===== src/hw/rtl/ptp_pkg.sv =====
package ptp_pkg;

  // One raw byte with its framing flags
  typedef struct packed {
    logic [7:0] data_byte;
    logic       first_byte;
    logic       last_byte;
    logic       has_signature;
  } ptp_in_item_t;

  // One result item
  typedef struct packed {
    logic [3:0]  field_code;
    logic [63:0] value;
    logic        field_last;
    logic        tx_done;
    logic        truncated;
  } ptp_out_item_t;

  // Marker bytes the parser branches on
  typedef enum logic [3:0] {
    ID_OTHER, ID_DTAG, ID_MEMOS, ID_ARR_END, ID_MEMO,
    ID_MTYPE, ID_MDATA, ID_MFMT, ID_OBJ_END
  } ptp_byte_id_e;

  // Classified byte, as queued between front and back
  typedef struct packed {
    ptp_in_item_t raw;
    logic         le192;
    ptp_byte_id_e id;
  } ptp_cls_item_t;

  typedef enum logic [4:0] {
    ST_IDLE      = 5'd0,
    ST_HEAD      = 5'd1,
    ST_SEQ       = 5'd2,
    ST_DTAG_CHK  = 5'd3,
    ST_DTAG      = 5'd4,
    ST_LLS_SKIP  = 5'd5,
    ST_LASTSEQ   = 5'd6,
    ST_AMT       = 5'd7,
    ST_FEE       = 5'd8,
    ST_VL_ID     = 5'd9,
    ST_VL_LEN    = 5'd10,
    ST_VL_DATA   = 5'd11,
    ST_DER_HDR   = 5'd12,
    ST_DER_TLEN  = 5'd13,
    ST_R_TAG     = 5'd14,
    ST_S_TAG     = 5'd15,
    ST_SIG_PAD   = 5'd16,
    ST_AFTER_DST = 5'd17,
    ST_ARRAY     = 5'd18,
    ST_OBJ       = 5'd19,
    ST_DONE      = 5'd20
  } ptp_step_e;

  // Field codes
  localparam logic [3:0] FC_SEQ     = 4'd0;
  localparam logic [3:0] FC_DTAG    = 4'd1;
  localparam logic [3:0] FC_LASTSEQ = 4'd2;
  localparam logic [3:0] FC_AMOUNT  = 4'd3;
  localparam logic [3:0] FC_FEE     = 4'd4;
  localparam logic [3:0] FC_KEY     = 4'd5;
  localparam logic [3:0] FC_SIG_R   = 4'd6;
  localparam logic [3:0] FC_SIG_S   = 4'd7;
  localparam logic [3:0] FC_ACCT    = 4'd8;
  localparam logic [3:0] FC_DEST    = 4'd9;
  localparam logic [3:0] FC_MTYPE   = 4'd10;
  localparam logic [3:0] FC_MDATA   = 4'd11;
  localparam logic [3:0] FC_MFMT    = 4'd12;
  localparam logic [3:0] FC_MEND    = 4'd13;
  localparam logic [3:0] FC_SIGFLD  = 4'd14;
  localparam logic [3:0] FC_NONE    = 4'd15;

  localparam logic [7:0]  BYTE_DTAG    = 8'h2E;
  localparam logic [7:0]  BYTE_MEMOS   = 8'hF9;
  localparam logic [7:0]  BYTE_ARR_END = 8'hF1;
  localparam logic [7:0]  BYTE_MEMO    = 8'hEA;
  localparam logic [7:0]  BYTE_MTYPE   = 8'h7C;
  localparam logic [7:0]  BYTE_MDATA   = 8'h7D;
  localparam logic [7:0]  BYTE_MFMT    = 8'h7E;
  localparam logic [7:0]  BYTE_OBJ_END = 8'hE1;
  localparam logic [7:0]  PFX_ONE_MAX  = 8'd192;
  localparam logic [7:0]  PFX_TWO_MAX  = 8'd240;
  localparam logic [19:0] PFX_THREE_BASE = 20'd12481;

endpackage


===== src/hw/rtl/ptp_front.sv =====
module ptp_front
  import ptp_pkg::*;
(
  input  logic          clk_i,
  input  logic          rst_ni,
  input  logic          push_i,
  output logic          full_o,
  input  ptp_in_item_t  in_item_i,
  output logic          q_valid_o,
  output ptp_cls_item_t q_item_o,
  input  logic          q_pop_i
);

  ptp_cls_item_t       cls;
  ptp_cls_item_t [1:0] mem_q;
  logic                wr_q, rd_q;
  logic [1:0]          cnt_q;
  logic                do_push, do_pop;

  // Classify the incoming byte
  always_comb begin
    cls.raw   = in_item_i;
    cls.le192 = in_item_i.data_byte <= PFX_ONE_MAX;
    case (in_item_i.data_byte)
      BYTE_DTAG:    cls.id = ID_DTAG;
      BYTE_MEMOS:   cls.id = ID_MEMOS;
      BYTE_ARR_END: cls.id = ID_ARR_END;
      BYTE_MEMO:    cls.id = ID_MEMO;
      BYTE_MTYPE:   cls.id = ID_MTYPE;
      BYTE_MDATA:   cls.id = ID_MDATA;
      BYTE_MFMT:    cls.id = ID_MFMT;
      BYTE_OBJ_END: cls.id = ID_OBJ_END;
      default:      cls.id = ID_OTHER;
    endcase
  end

  assign full_o    = cnt_q[1];
  assign q_valid_o = cnt_q != 2'd0;
  assign q_item_o  = mem_q[rd_q];
  assign do_push   = push_i && !full_o;
  assign do_pop    = q_pop_i && q_valid_o;

  // Two-entry queue toward the parser
  always_ff @(posedge clk_i or negedge rst_ni) begin
    if (!rst_ni) begin
      wr_q  <= 1'b0;
      rd_q  <= 1'b0;
      cnt_q <= 2'd0;
    end else begin
      if (do_push) wr_q <= ~wr_q;
      if (do_pop)  rd_q <= ~rd_q;
      cnt_q <= cnt_q + {1'b0, do_push} - {1'b0, do_pop};
    end
  end

  always_ff @(posedge clk_i) begin
    if (do_push) mem_q[wr_q] <= cls;
  end

endmodule


===== src/hw/rtl/ptp_back.sv =====
module ptp_back
  import ptp_pkg::*;
(
  input  logic          clk_i,
  input  logic          rst_ni,
  input  logic          q_valid_i,
  input  ptp_cls_item_t q_item_i,
  output logic          q_pop_o,
  input  logic          res_full_i,
  output logic          res_push_o,
  output ptp_out_item_t res_item_o
);

  typedef struct packed {
    ptp_step_e   step;
    logic [19:0] bl;
    logic [63:0] acc;
    logic [7:0]  pf;
    logic [7:0]  ps;
  } core_t;

  typedef struct packed {
    logic        done;
    logic [19:0] len;
    logic [19:0] bl;
    logic [7:0]  pf;
    logic [7:0]  ps;
  } pfx_t;

  function automatic core_t enter(ptp_step_e step, logic [3:0] code);
    core_t c;
    c.step = step;
    c.acc  = {60'd0, code};
    c.bl   = '0;
    c.pf   = '0;
    c.ps   = '0;
    return c;
  endfunction

  function automatic core_t enter_fixed(ptp_step_e step, logic [19:0] cnt);
    core_t c;
    c    = enter(step, FC_SEQ);
    c.bl = cnt;
    return c;
  endfunction

  // One step of the 1-to-3-byte length prefix
  function automatic pfx_t feed(core_t c, ptp_cls_item_t it);
    pfx_t p;
    logic [19:0] b20;
    b20    = {12'd0, it.raw.data_byte};
    p.done = 1'b0;
    p.len  = '0;
    p.bl   = c.bl;
    p.pf   = c.pf;
    p.ps   = c.ps;
    if (c.pf <= PFX_ONE_MAX) begin
      if (it.le192) begin
        p.done = 1'b1;
        p.len  = b20;
      end else begin
        p.pf = it.raw.data_byte;
      end
    end else if (c.pf <= PFX_TWO_MAX) begin
      p.done = 1'b1;
      p.len  = 20'd193 + (({12'd0, c.pf} - 20'd193) << 8) + b20;
      p.pf   = '0;
    end else if (c.bl == 20'd0) begin
      p.ps = it.raw.data_byte;
      p.bl = 20'd1;
    end else begin
      p.done = 1'b1;
      p.len  = PFX_THREE_BASE + (({12'd0, c.pf} - 20'd241) << 16)
             + {4'd0, c.ps, 8'd0} + b20;
      p.pf   = '0;
      p.ps   = '0;
      p.bl   = '0;
    end
    return p;
  endfunction

  core_t       cs_q, cs_d;
  logic [19:0] sig_q, sig_d;
  logic        sm_q, sm_d;
  logic        take, emit, flast, drop, in_sig, trunc;
  logic [3:0]  code, fc;
  logic [63:0] val;
  pfx_t        pfx;

  assign take    = q_valid_i && !res_full_i;
  assign q_pop_o = take;
  assign fc      = cs_q.acc[3:0];

  // Parse step
  always_comb begin
    cs_d   = cs_q;
    sig_d  = sig_q;
    sm_d   = sm_q;
    emit   = 1'b0;
    flast  = 1'b0;
    drop   = 1'b0;
    trunc  = 1'b0;
    code   = FC_NONE;
    val    = '0;
    in_sig = 1'b0;
    pfx    = feed(cs_q, q_item_i);
    if (take) begin
      if (q_item_i.raw.first_byte) begin
        sm_d  = q_item_i.raw.has_signature;
        sig_d = '0;
        cs_d  = enter_fixed(ST_HEAD, 20'd8);
      end else begin
        in_sig = (cs_q.step inside {[ST_DER_HDR:ST_SIG_PAD]}) ||
                 ((cs_q.step == ST_VL_LEN || cs_q.step == ST_VL_DATA) &&
                  (cs_q.acc == 64'd6 || cs_q.acc == 64'd7));
        case (cs_q.step)
          ST_HEAD, ST_LLS_SKIP: begin
            cs_d.bl = cs_q.bl - 20'd1;
            if (cs_d.bl == 20'd0)
              cs_d = enter_fixed((cs_q.step == ST_HEAD) ? ST_SEQ : ST_LASTSEQ, 20'd4);
          end
          ST_SEQ, ST_DTAG, ST_LASTSEQ: begin
            cs_d.acc = {32'd0, cs_q.acc[23:0], q_item_i.raw.data_byte};
            cs_d.bl  = cs_q.bl - 20'd1;
            if (cs_d.bl == 20'd0) begin
              emit  = 1'b1;
              flast = 1'b1;
              val   = cs_d.acc;
              if (cs_q.step == ST_SEQ) begin
                code = FC_SEQ;
                cs_d = enter(ST_DTAG_CHK, FC_SEQ);
              end else if (cs_q.step == ST_DTAG) begin
                code = FC_DTAG;
                cs_d = enter_fixed(ST_LLS_SKIP, 20'd2);
              end else begin
                code = FC_LASTSEQ;
                cs_d = enter_fixed(ST_AMT, 20'd9);
              end
            end
          end
          ST_DTAG_CHK: begin
            if (q_item_i.id == ID_DTAG) cs_d = enter_fixed(ST_DTAG, 20'd4);
            else                        cs_d = enter_fixed(ST_LLS_SKIP, 20'd1);
          end
          ST_AMT, ST_FEE: begin
            if (cs_q.bl != 20'd9) cs_d.acc = {cs_q.acc[55:0], q_item_i.raw.data_byte};
            cs_d.bl = cs_q.bl - 20'd1;
            if (cs_d.bl == 20'd0) begin
              emit  = 1'b1;
              flast = 1'b1;
              // subtract 2^62: only the top two bits change
              val   = {cs_d.acc[63:62] - 2'd1, cs_d.acc[61:0]};
              if (cs_q.step == ST_AMT) begin
                code = FC_AMOUNT;
                cs_d = enter_fixed(ST_FEE, 20'd9);
              end else begin
                code = FC_FEE;
                cs_d = enter(ST_VL_ID, FC_KEY);
              end
            end
          end
          ST_VL_ID: cs_d = enter(ST_VL_LEN, fc);
          ST_VL_LEN: begin
            cs_d.pf = pfx.pf;
            cs_d.ps = pfx.ps;
            cs_d.bl = pfx.bl;
            if (pfx.done) begin
              if (cs_q.acc == {60'd0, FC_SIGFLD}) begin
                sig_d = pfx.len;
                if (pfx.len == 20'd0) cs_d = enter(ST_VL_ID, FC_ACCT);
                else                  cs_d = enter(ST_DER_HDR, FC_SEQ);
              end else if (pfx.len == 20'd0) begin
                case (fc)
                  FC_KEY:   cs_d = enter(ST_VL_ID, sm_q ? FC_SIGFLD : FC_ACCT);
                  FC_SIG_R: cs_d = enter(ST_S_TAG, FC_SEQ);
                  FC_SIG_S: cs_d = enter(ST_SIG_PAD, FC_SEQ);
                  FC_ACCT:  cs_d = enter(ST_VL_ID, FC_DEST);
                  FC_DEST:  cs_d = enter(ST_AFTER_DST, FC_SEQ);
                  default:  cs_d = enter(ST_OBJ, FC_SEQ);
                endcase
              end else begin
                cs_d.step = ST_VL_DATA;
                cs_d.bl   = pfx.len;
              end
            end
          end
          ST_VL_DATA: begin
            emit    = 1'b1;
            code    = fc;
            val     = {56'd0, q_item_i.raw.data_byte};
            cs_d.bl = cs_q.bl - 20'd1;
            if (cs_d.bl == 20'd0) begin
              flast = 1'b1;
              case (fc)
                FC_KEY:   cs_d = enter(ST_VL_ID, sm_q ? FC_SIGFLD : FC_ACCT);
                FC_SIG_R: cs_d = enter(ST_S_TAG, FC_SEQ);
                FC_SIG_S: cs_d = enter(ST_SIG_PAD, FC_SEQ);
                FC_ACCT:  cs_d = enter(ST_VL_ID, FC_DEST);
                FC_DEST:  cs_d = enter(ST_AFTER_DST, FC_SEQ);
                default:  cs_d = enter(ST_OBJ, FC_SEQ);
              endcase
            end
          end
          ST_DER_HDR: cs_d = enter(ST_DER_TLEN, FC_SEQ);
          ST_DER_TLEN: begin
            cs_d.pf = pfx.pf;
            cs_d.ps = pfx.ps;
            cs_d.bl = pfx.bl;
            if (pfx.done) cs_d = enter(ST_R_TAG, FC_SEQ);
          end
          ST_R_TAG: cs_d = enter(ST_VL_LEN, FC_SIG_R);
          ST_S_TAG: cs_d = enter(ST_VL_LEN, FC_SIG_S);
          ST_AFTER_DST: begin
            if (q_item_i.id == ID_MEMOS) cs_d = enter(ST_ARRAY, FC_SEQ);
            else                         cs_d = enter(ST_DONE, FC_SEQ);
          end
          ST_ARRAY: begin
            if (q_item_i.id == ID_ARR_END)   cs_d = enter(ST_DONE, FC_SEQ);
            else if (q_item_i.id == ID_MEMO) cs_d = enter(ST_OBJ, FC_SEQ);
          end
          ST_OBJ: begin
            case (q_item_i.id)
              ID_MTYPE: cs_d = enter(ST_VL_LEN, FC_MTYPE);
              ID_MDATA: cs_d = enter(ST_VL_LEN, FC_MDATA);
              ID_MFMT:  cs_d = enter(ST_VL_LEN, FC_MFMT);
              ID_OBJ_END: begin
                emit  = 1'b1;
                flast = 1'b1;
                code  = FC_MEND;
                cs_d  = enter(ST_ARRAY, FC_SEQ);
              end
              default: ;
            endcase
          end
          ST_SIG_PAD, ST_DONE: ;
          default: begin
            // idle: bytes outside a transaction are dropped
            drop = 1'b1;
            cs_d = enter(ST_IDLE, FC_SEQ);
          end
        endcase
        // signature field byte budget
        if (!drop && in_sig && sig_q != 20'd0) begin
          sig_d = sig_q - 20'd1;
          if (sig_d == 20'd0) begin
            cs_d = enter(ST_VL_ID, FC_ACCT);
            if (emit) flast = 1'b1;
          end
        end
      end
      if (!drop && q_item_i.raw.last_byte) begin
        trunc = !(cs_d.step == ST_AFTER_DST || cs_d.step == ST_DONE);
        cs_d  = enter(ST_IDLE, FC_SEQ);
        sig_d = '0;
      end
    end
  end

  assign res_push_o            = take && !drop && (emit || q_item_i.raw.last_byte);
  assign res_item_o.field_code = emit ? code : FC_NONE;
  assign res_item_o.value      = emit ? val : 64'd0;
  assign res_item_o.field_last = emit && flast;
  assign res_item_o.tx_done    = q_item_i.raw.last_byte;
  assign res_item_o.truncated  = trunc;

  always_ff @(posedge clk_i or negedge rst_ni) begin
    if (!rst_ni) begin
      cs_q  <= enter(ST_IDLE, FC_SEQ);
      sig_q <= '0;
      sm_q  <= 1'b0;
    end else begin
      cs_q  <= cs_d;
      sig_q <= sig_d;
      sm_q  <= sm_d;
    end
  end

endmodule


===== src/hw/rtl/ptp_out_fifo.sv =====
module ptp_out_fifo
  import ptp_pkg::*;
(
  input  logic          clk_i,
  input  logic          rst_ni,
  input  logic          push_i,
  input  ptp_out_item_t item_i,
  output logic          full_o,
  output logic          empty_o,
  input  logic          pop_i,
  output ptp_out_item_t item_o
);

  ptp_out_item_t [1:0] mem_q;
  logic                wr_q, rd_q;
  logic [1:0]          cnt_q;
  logic                do_push, do_pop;

  assign full_o  = cnt_q[1];
  assign empty_o = cnt_q == 2'd0;
  assign item_o  = mem_q[rd_q];
  assign do_push = push_i && !full_o;
  assign do_pop  = pop_i && !empty_o;

  // Two-entry result queue
  always_ff @(posedge clk_i or negedge rst_ni) begin
    if (!rst_ni) begin
      wr_q  <= 1'b0;
      rd_q  <= 1'b0;
      cnt_q <= 2'd0;
    end else begin
      if (do_push) wr_q <= ~wr_q;
      if (do_pop)  rd_q <= ~rd_q;
      cnt_q <= cnt_q + {1'b0, do_push} - {1'b0, do_pop};
    end
  end

  always_ff @(posedge clk_i) begin
    if (do_push) mem_q[wr_q] <= item_i;
  end

endmodule


===== src/hw/rtl/payment_tx_byte_parser.sv =====
// Payment transaction byte parser.
// Input channel: push_i / full_o carry one transaction byte per item, with
// first_byte (restarts the parse, samples has_signature) and last_byte.
// Result channel: empty_o / pop_i; the oldest result sits on out_item_o
// while empty_o is low. Each byte yields zero or one result: fixed numeric
// fields as one value, variable fields one payload byte per result, a memo-end
// marker result, and a closing result (tx_done) on the last byte.
// Throughput: one byte per cycle while the receiver keeps up. A byte is
// classified and queued in a two-entry input queue, parsed one per cycle
// by the back end while the output queue has room, and its result is
// registered into a two-entry output queue, from which it can be popped.
// When the receiver stalls, the output queue fills, the parser stops taking
// bytes, and full_o rises once the input queue holds two bytes; nothing is
// lost. Reset empties both queues and leaves the parser idle, waiting for a
// byte flagged first_byte.
module payment_tx_byte_parser
  import ptp_pkg::*;
(
  input  logic          clk_i,
  input  logic          rst_ni,
  input  logic          push_i,
  output logic          full_o,
  input  ptp_in_item_t  in_item_i,
  output logic          empty_o,
  input  logic          pop_i,
  output ptp_out_item_t out_item_o
);

  logic          q_valid, q_pop, res_full, res_push;
  ptp_cls_item_t q_item;
  ptp_out_item_t res_item;

  ptp_front u_front (
    .clk_i     (clk_i),
    .rst_ni    (rst_ni),
    .push_i    (push_i),
    .full_o    (full_o),
    .in_item_i (in_item_i),
    .q_valid_o (q_valid),
    .q_item_o  (q_item),
    .q_pop_i   (q_pop)
  );

  ptp_back u_back (
    .clk_i      (clk_i),
    .rst_ni     (rst_ni),
    .q_valid_i  (q_valid),
    .q_item_i   (q_item),
    .q_pop_o    (q_pop),
    .res_full_i (res_full),
    .res_push_o (res_push),
    .res_item_o (res_item)
  );

  ptp_out_fifo u_out (
    .clk_i   (clk_i),
    .rst_ni  (rst_ni),
    .push_i  (res_push),
    .item_i  (res_item),
    .full_o  (res_full),
    .empty_o (empty_o),
    .pop_i   (pop_i),
    .item_o  (out_item_o)
  );

endmodule

===== config.mk =====
export PLATFORM = sky130hd
export DESIGN_NAME = payment_tx_byte_parser
export DESIGN_NICKNAME = d
export VERILOG_FILES = /design/src/hw/rtl/ptp_pkg.sv /design/src/hw/rtl/ptp_front.sv /design/src/hw/rtl/ptp_back.sv /design/src/hw/rtl/ptp_out_fifo.sv /design/src/hw/rtl/payment_tx_byte_parser.sv
export SDC_FILE = /design/constraint.sdc
export NUM_CORES = 1
export LEC_CHECK = 0
export ABC_AREA = 1
export BUFFER_PORTS_ARGS = -buffer_cell sky130_fd_sc_hd__buf_2
export CORE_UTILIZATION = 55
export CTS_BUF_LIST = sky130_fd_sc_hd__clkbuf_4 sky130_fd_sc_hd__clkbuf_8 sky130_fd_sc_hd__clkbuf_16
export DETAILED_ROUTE_END_ITERATION = 10
export HOLD_SLACK_MARGIN = 0.15
export PLACE_DENSITY = 0.72
export SLEW_MARGIN = 20
export SYNTH_ARGS = -nofsm -noshare
export SYNTH_HDL_FRONTEND = slang
export SYNTH_SLANG_ARGS = --single-unit

===== constraint.sdc =====
create_clock -name clk_i -period 7.6 [get_ports clk_i]
set_clock_uncertainty 0.15 [all_clocks]
set_input_delay 1.52 -clock clk_i [delete_from_list [all_inputs] [get_ports clk_i]]
set_output_delay 1.52 -clock clk_i [all_outputs]
set_load 0.01 [all_outputs]

==> reports/metrics.yaml <==
outcome: "complete, but fails checks"
violations: "design-rule violations"
yosysSeqAreaShare_pct: 42.55
r2r_cells: 18
grt_pass1_wl_um: 101900
syn_area_per_cell_sq_um: 7.328
root_buffer: "clkbuf_16"
cts_inserted_buffers: 35
netlist_instances: 2751
die_h_um: 193.4
overflow: 0
design_area_sq_um: 22000
grt_max_degree: 89
portBuffers: 87
clk_latency_ns: 0.56
routed_via_density: 6.021
place.gp.congestion: 1.031
placed_area_sq_um: 20880
cts.sinks: 308
die_w_um: 193.4
drv_cap: 0
hold_depth: 1
tritoncts: "yes"
synth_compound_area_share_pct: 12.96
drive_gt1_share_pct: 10.23
syn_to_final_growth_pct: 9.162
slew_headroom_pct: 28.80
synthXorXnorAreaFrac_pct: 1.694
p_per_area_nw_per_um2: 321.2
drtPass1Iterations: 10
ir_drop_uv: 332.6
htreeDepth: 2
setup_tns_ns: 0
drt.antenna.violating_nets: 0
whs_ns: 0.3645
p_total_mw: 7.069
drv_slew: 0
io_pins: 88
synth_top_family_by_area: "simple AND/OR/NAND/NOR gates"
layout_min_cycle_time_ns: 5.694
timing.final.crit_share_pct: 74.92
synthSimpleGateAreaFrac_pct: 32.80
final_cells: 3258
synth_cell_type_count: 59
dp_cells: 3197
grt_usage_pct: 34.10
synth_fa_ha_area_share_pct: 0.8690
post-cts-setup-buffer-count: 0
grt_pass1_vias: 18820
avgRoutedWirePerCell_um: 19.60
rsz0062_at_grt: "no"
yosysWarnings: 0
nets: 2802
diodes: 0
cp.required_ns: 7.68
async_reset_ff_share_pct: 43.51
arrival_ns: 5.77
postCtsHoldBufs: 0
netlist_area_sq_um: 20160
synth_mux_area_share_pct: 0.04966
start_kind: "flip-flop"
antenna_found_initial: 0
dpl.hpwl_um: 42990
p_leak_nw: 9.641
fmax_mhz: 175.6
cts_max_path_buffers: 3
syn_nets: 2780
row_count: 69
ys_ff_latch: 308
critPathMaxFanout: 82
wirelength_um: 63870
synth_ff_type: "edfxtp_1"
synth_edf_count: 174
initial_utilization_pct: 56.26
clkTransAtPathRegs_ns: 0.06
cts_resized: 0
cp-end-kind: "flip-flop"
drcViolationCount: 7
hp-class: "reg2reg"
via_count: 19620
drtIter0Drc: 2219
core_sq_um: 35830
setup_viol: 0
worstMarginPinSlew_ns: 1.061
worstSetupPathType: "reg2reg"
die-area_sq_um: 37420
fillers: 3286
hold_violations: 0
-- where the power goes --
part           internal (mW)  switching (mW)
Clock                  0.995           0.700
Sequential              2.11           0.142
Combinational          0.892            2.23
Total                   3.99            3.07
-- final cells by class --
type	count	area [sq um]	share of cell area, %
multi-input cells	1978	9803	44.55
flip-flops and latches	308	8579	38.99
inverters	341	1285	5.840
clock buffers	49	1005	4.566
repair buffers	109	631.9	2.871
well taps	461	576.8	2.621
clock inverters	12	123.9	0.5629
-- kinds of logic after synthesis --
kind of cell    after synthesis
simple gates               1484
buf+inv                     465
compound gates              440
flops                       308
xor+xnor                     39
fa+ha+maj                    14
mux                           1
-- worst paths after layout --
check	from	to	slack, ns
worst max-delay path	u_back.cs_q[80]	u_out.mem_q[63]	1.91
worst min-delay path	u_back.sig_q[11]	u_back.sig_q[11]	0.36
worst max register to register	u_back.cs_q[80]	u_out.mem_q[63]	1.91
worst min register to register	u_back.sig_q[11]	u_back.sig_q[11]	0.36
max in group asynchronous	rst_ni	u_out.rd_q	5.06
min in group asynchronous	rst_ni	u_back.cs_q[10]	0.96
-- cell usage after synthesis (34+ instances only) --
library cell	instances	area (sq um)
a21oi_1	42	210.2
clkbuf_1	96	360.4
dfrtp_1	134	3353
edfxtp_1	174	5225
inv_1	317	1190
nand2_1	798	2995
nand3_1	219	1096
nand4_1	66	412.9
nor2_1	247	927.1
nor3_1	35	175.2
o21ai_0	207	1036
o21ai_1	34	170.2
o22ai_1	60	375.4
o32ai_1	42	367.9
xor2_1	36	315.3
-- critical path: stages, from the launching register on --
cell	delay [ns]
dfrtp_1	0.49
inv_1	0.22
ha_1	0.27
nand2_1	0.18
inv_1	0.13
nand2_1	0.12
xor2_1	0.25
nand2_1	0.09
nor4_1	0.48
nand3_4	0.11
buf_4	0.37
inv_2	0.22
nand2_1	0.10
nand3_2	0.10
nand3_2	0.53
nand2_1	0.20
nand3_1	0.21
nor2_4	0.63
buf_12	0.33
-- through the flow --
stage | util (%) | setup slack, ns
detailed placement | 58.27 | 2.029
CTS | 61.42 | 1.992
floorplan | - | 1.599
global placement | 58.25 | 2.029
finish | 61.42 | 1.906
global route | 61.42 | 1.595
-- placed cells by master (no fill, tap or decap), types with 36 or more instances in the layout --
master | Yosys | routed
inv_1 | 317 | 317
buf_2 | 12 | 86
xor2_1 | 36 | 36
nand2_1 | 798 | 798
nor2_1 | 247 | 243
o22ai_1 | 60 | 60
a21oi_1 | 42 | 39
dfrtp_1 | 134 | 133
edfxtp_1 | 174 | 174
o32ai_1 | 42 | 42
o21ai_0 | 207 | 207
nand4_1 | 66 | 66
clkbuf_16 | 0 | 36
nand3_1 | 219 | 218
-- registers in the layout, summed over array words and instances (netlist names) --
| register | count |
|---|---|
| u_out.mem_q | 142 |
| u_back.cs_q | 105 |
| u_front.mem_q | 32 |
| u_back.sig_q | 20 |
| u_front.cnt_q | 2 |
| u_out.cnt_q | 2 |
| u_back.sm_q | 1 |
| u_front.rd_q | 1 |
| u_front.wr_q | 1 |
| u_out.rd_q | 1 |
| u_out.wr_q | 1 |
-- layer usage --
| metal | vias up | part of all wire (%) | GRT usage, % |
|---|---|---|---|
| met2 | 974 | 46 | 55.30 |
| li1 | 9249 | - | - |
| met4 | 0 | 4.8 | 17.27 |
| met1 | 9186 | 40 | 43.89 |
| met5 | - | 0 | 0 |
| met3 | 207 | 8.6 | 6.224 |
No activity file was read; power rests on OpenSTA's default activity.
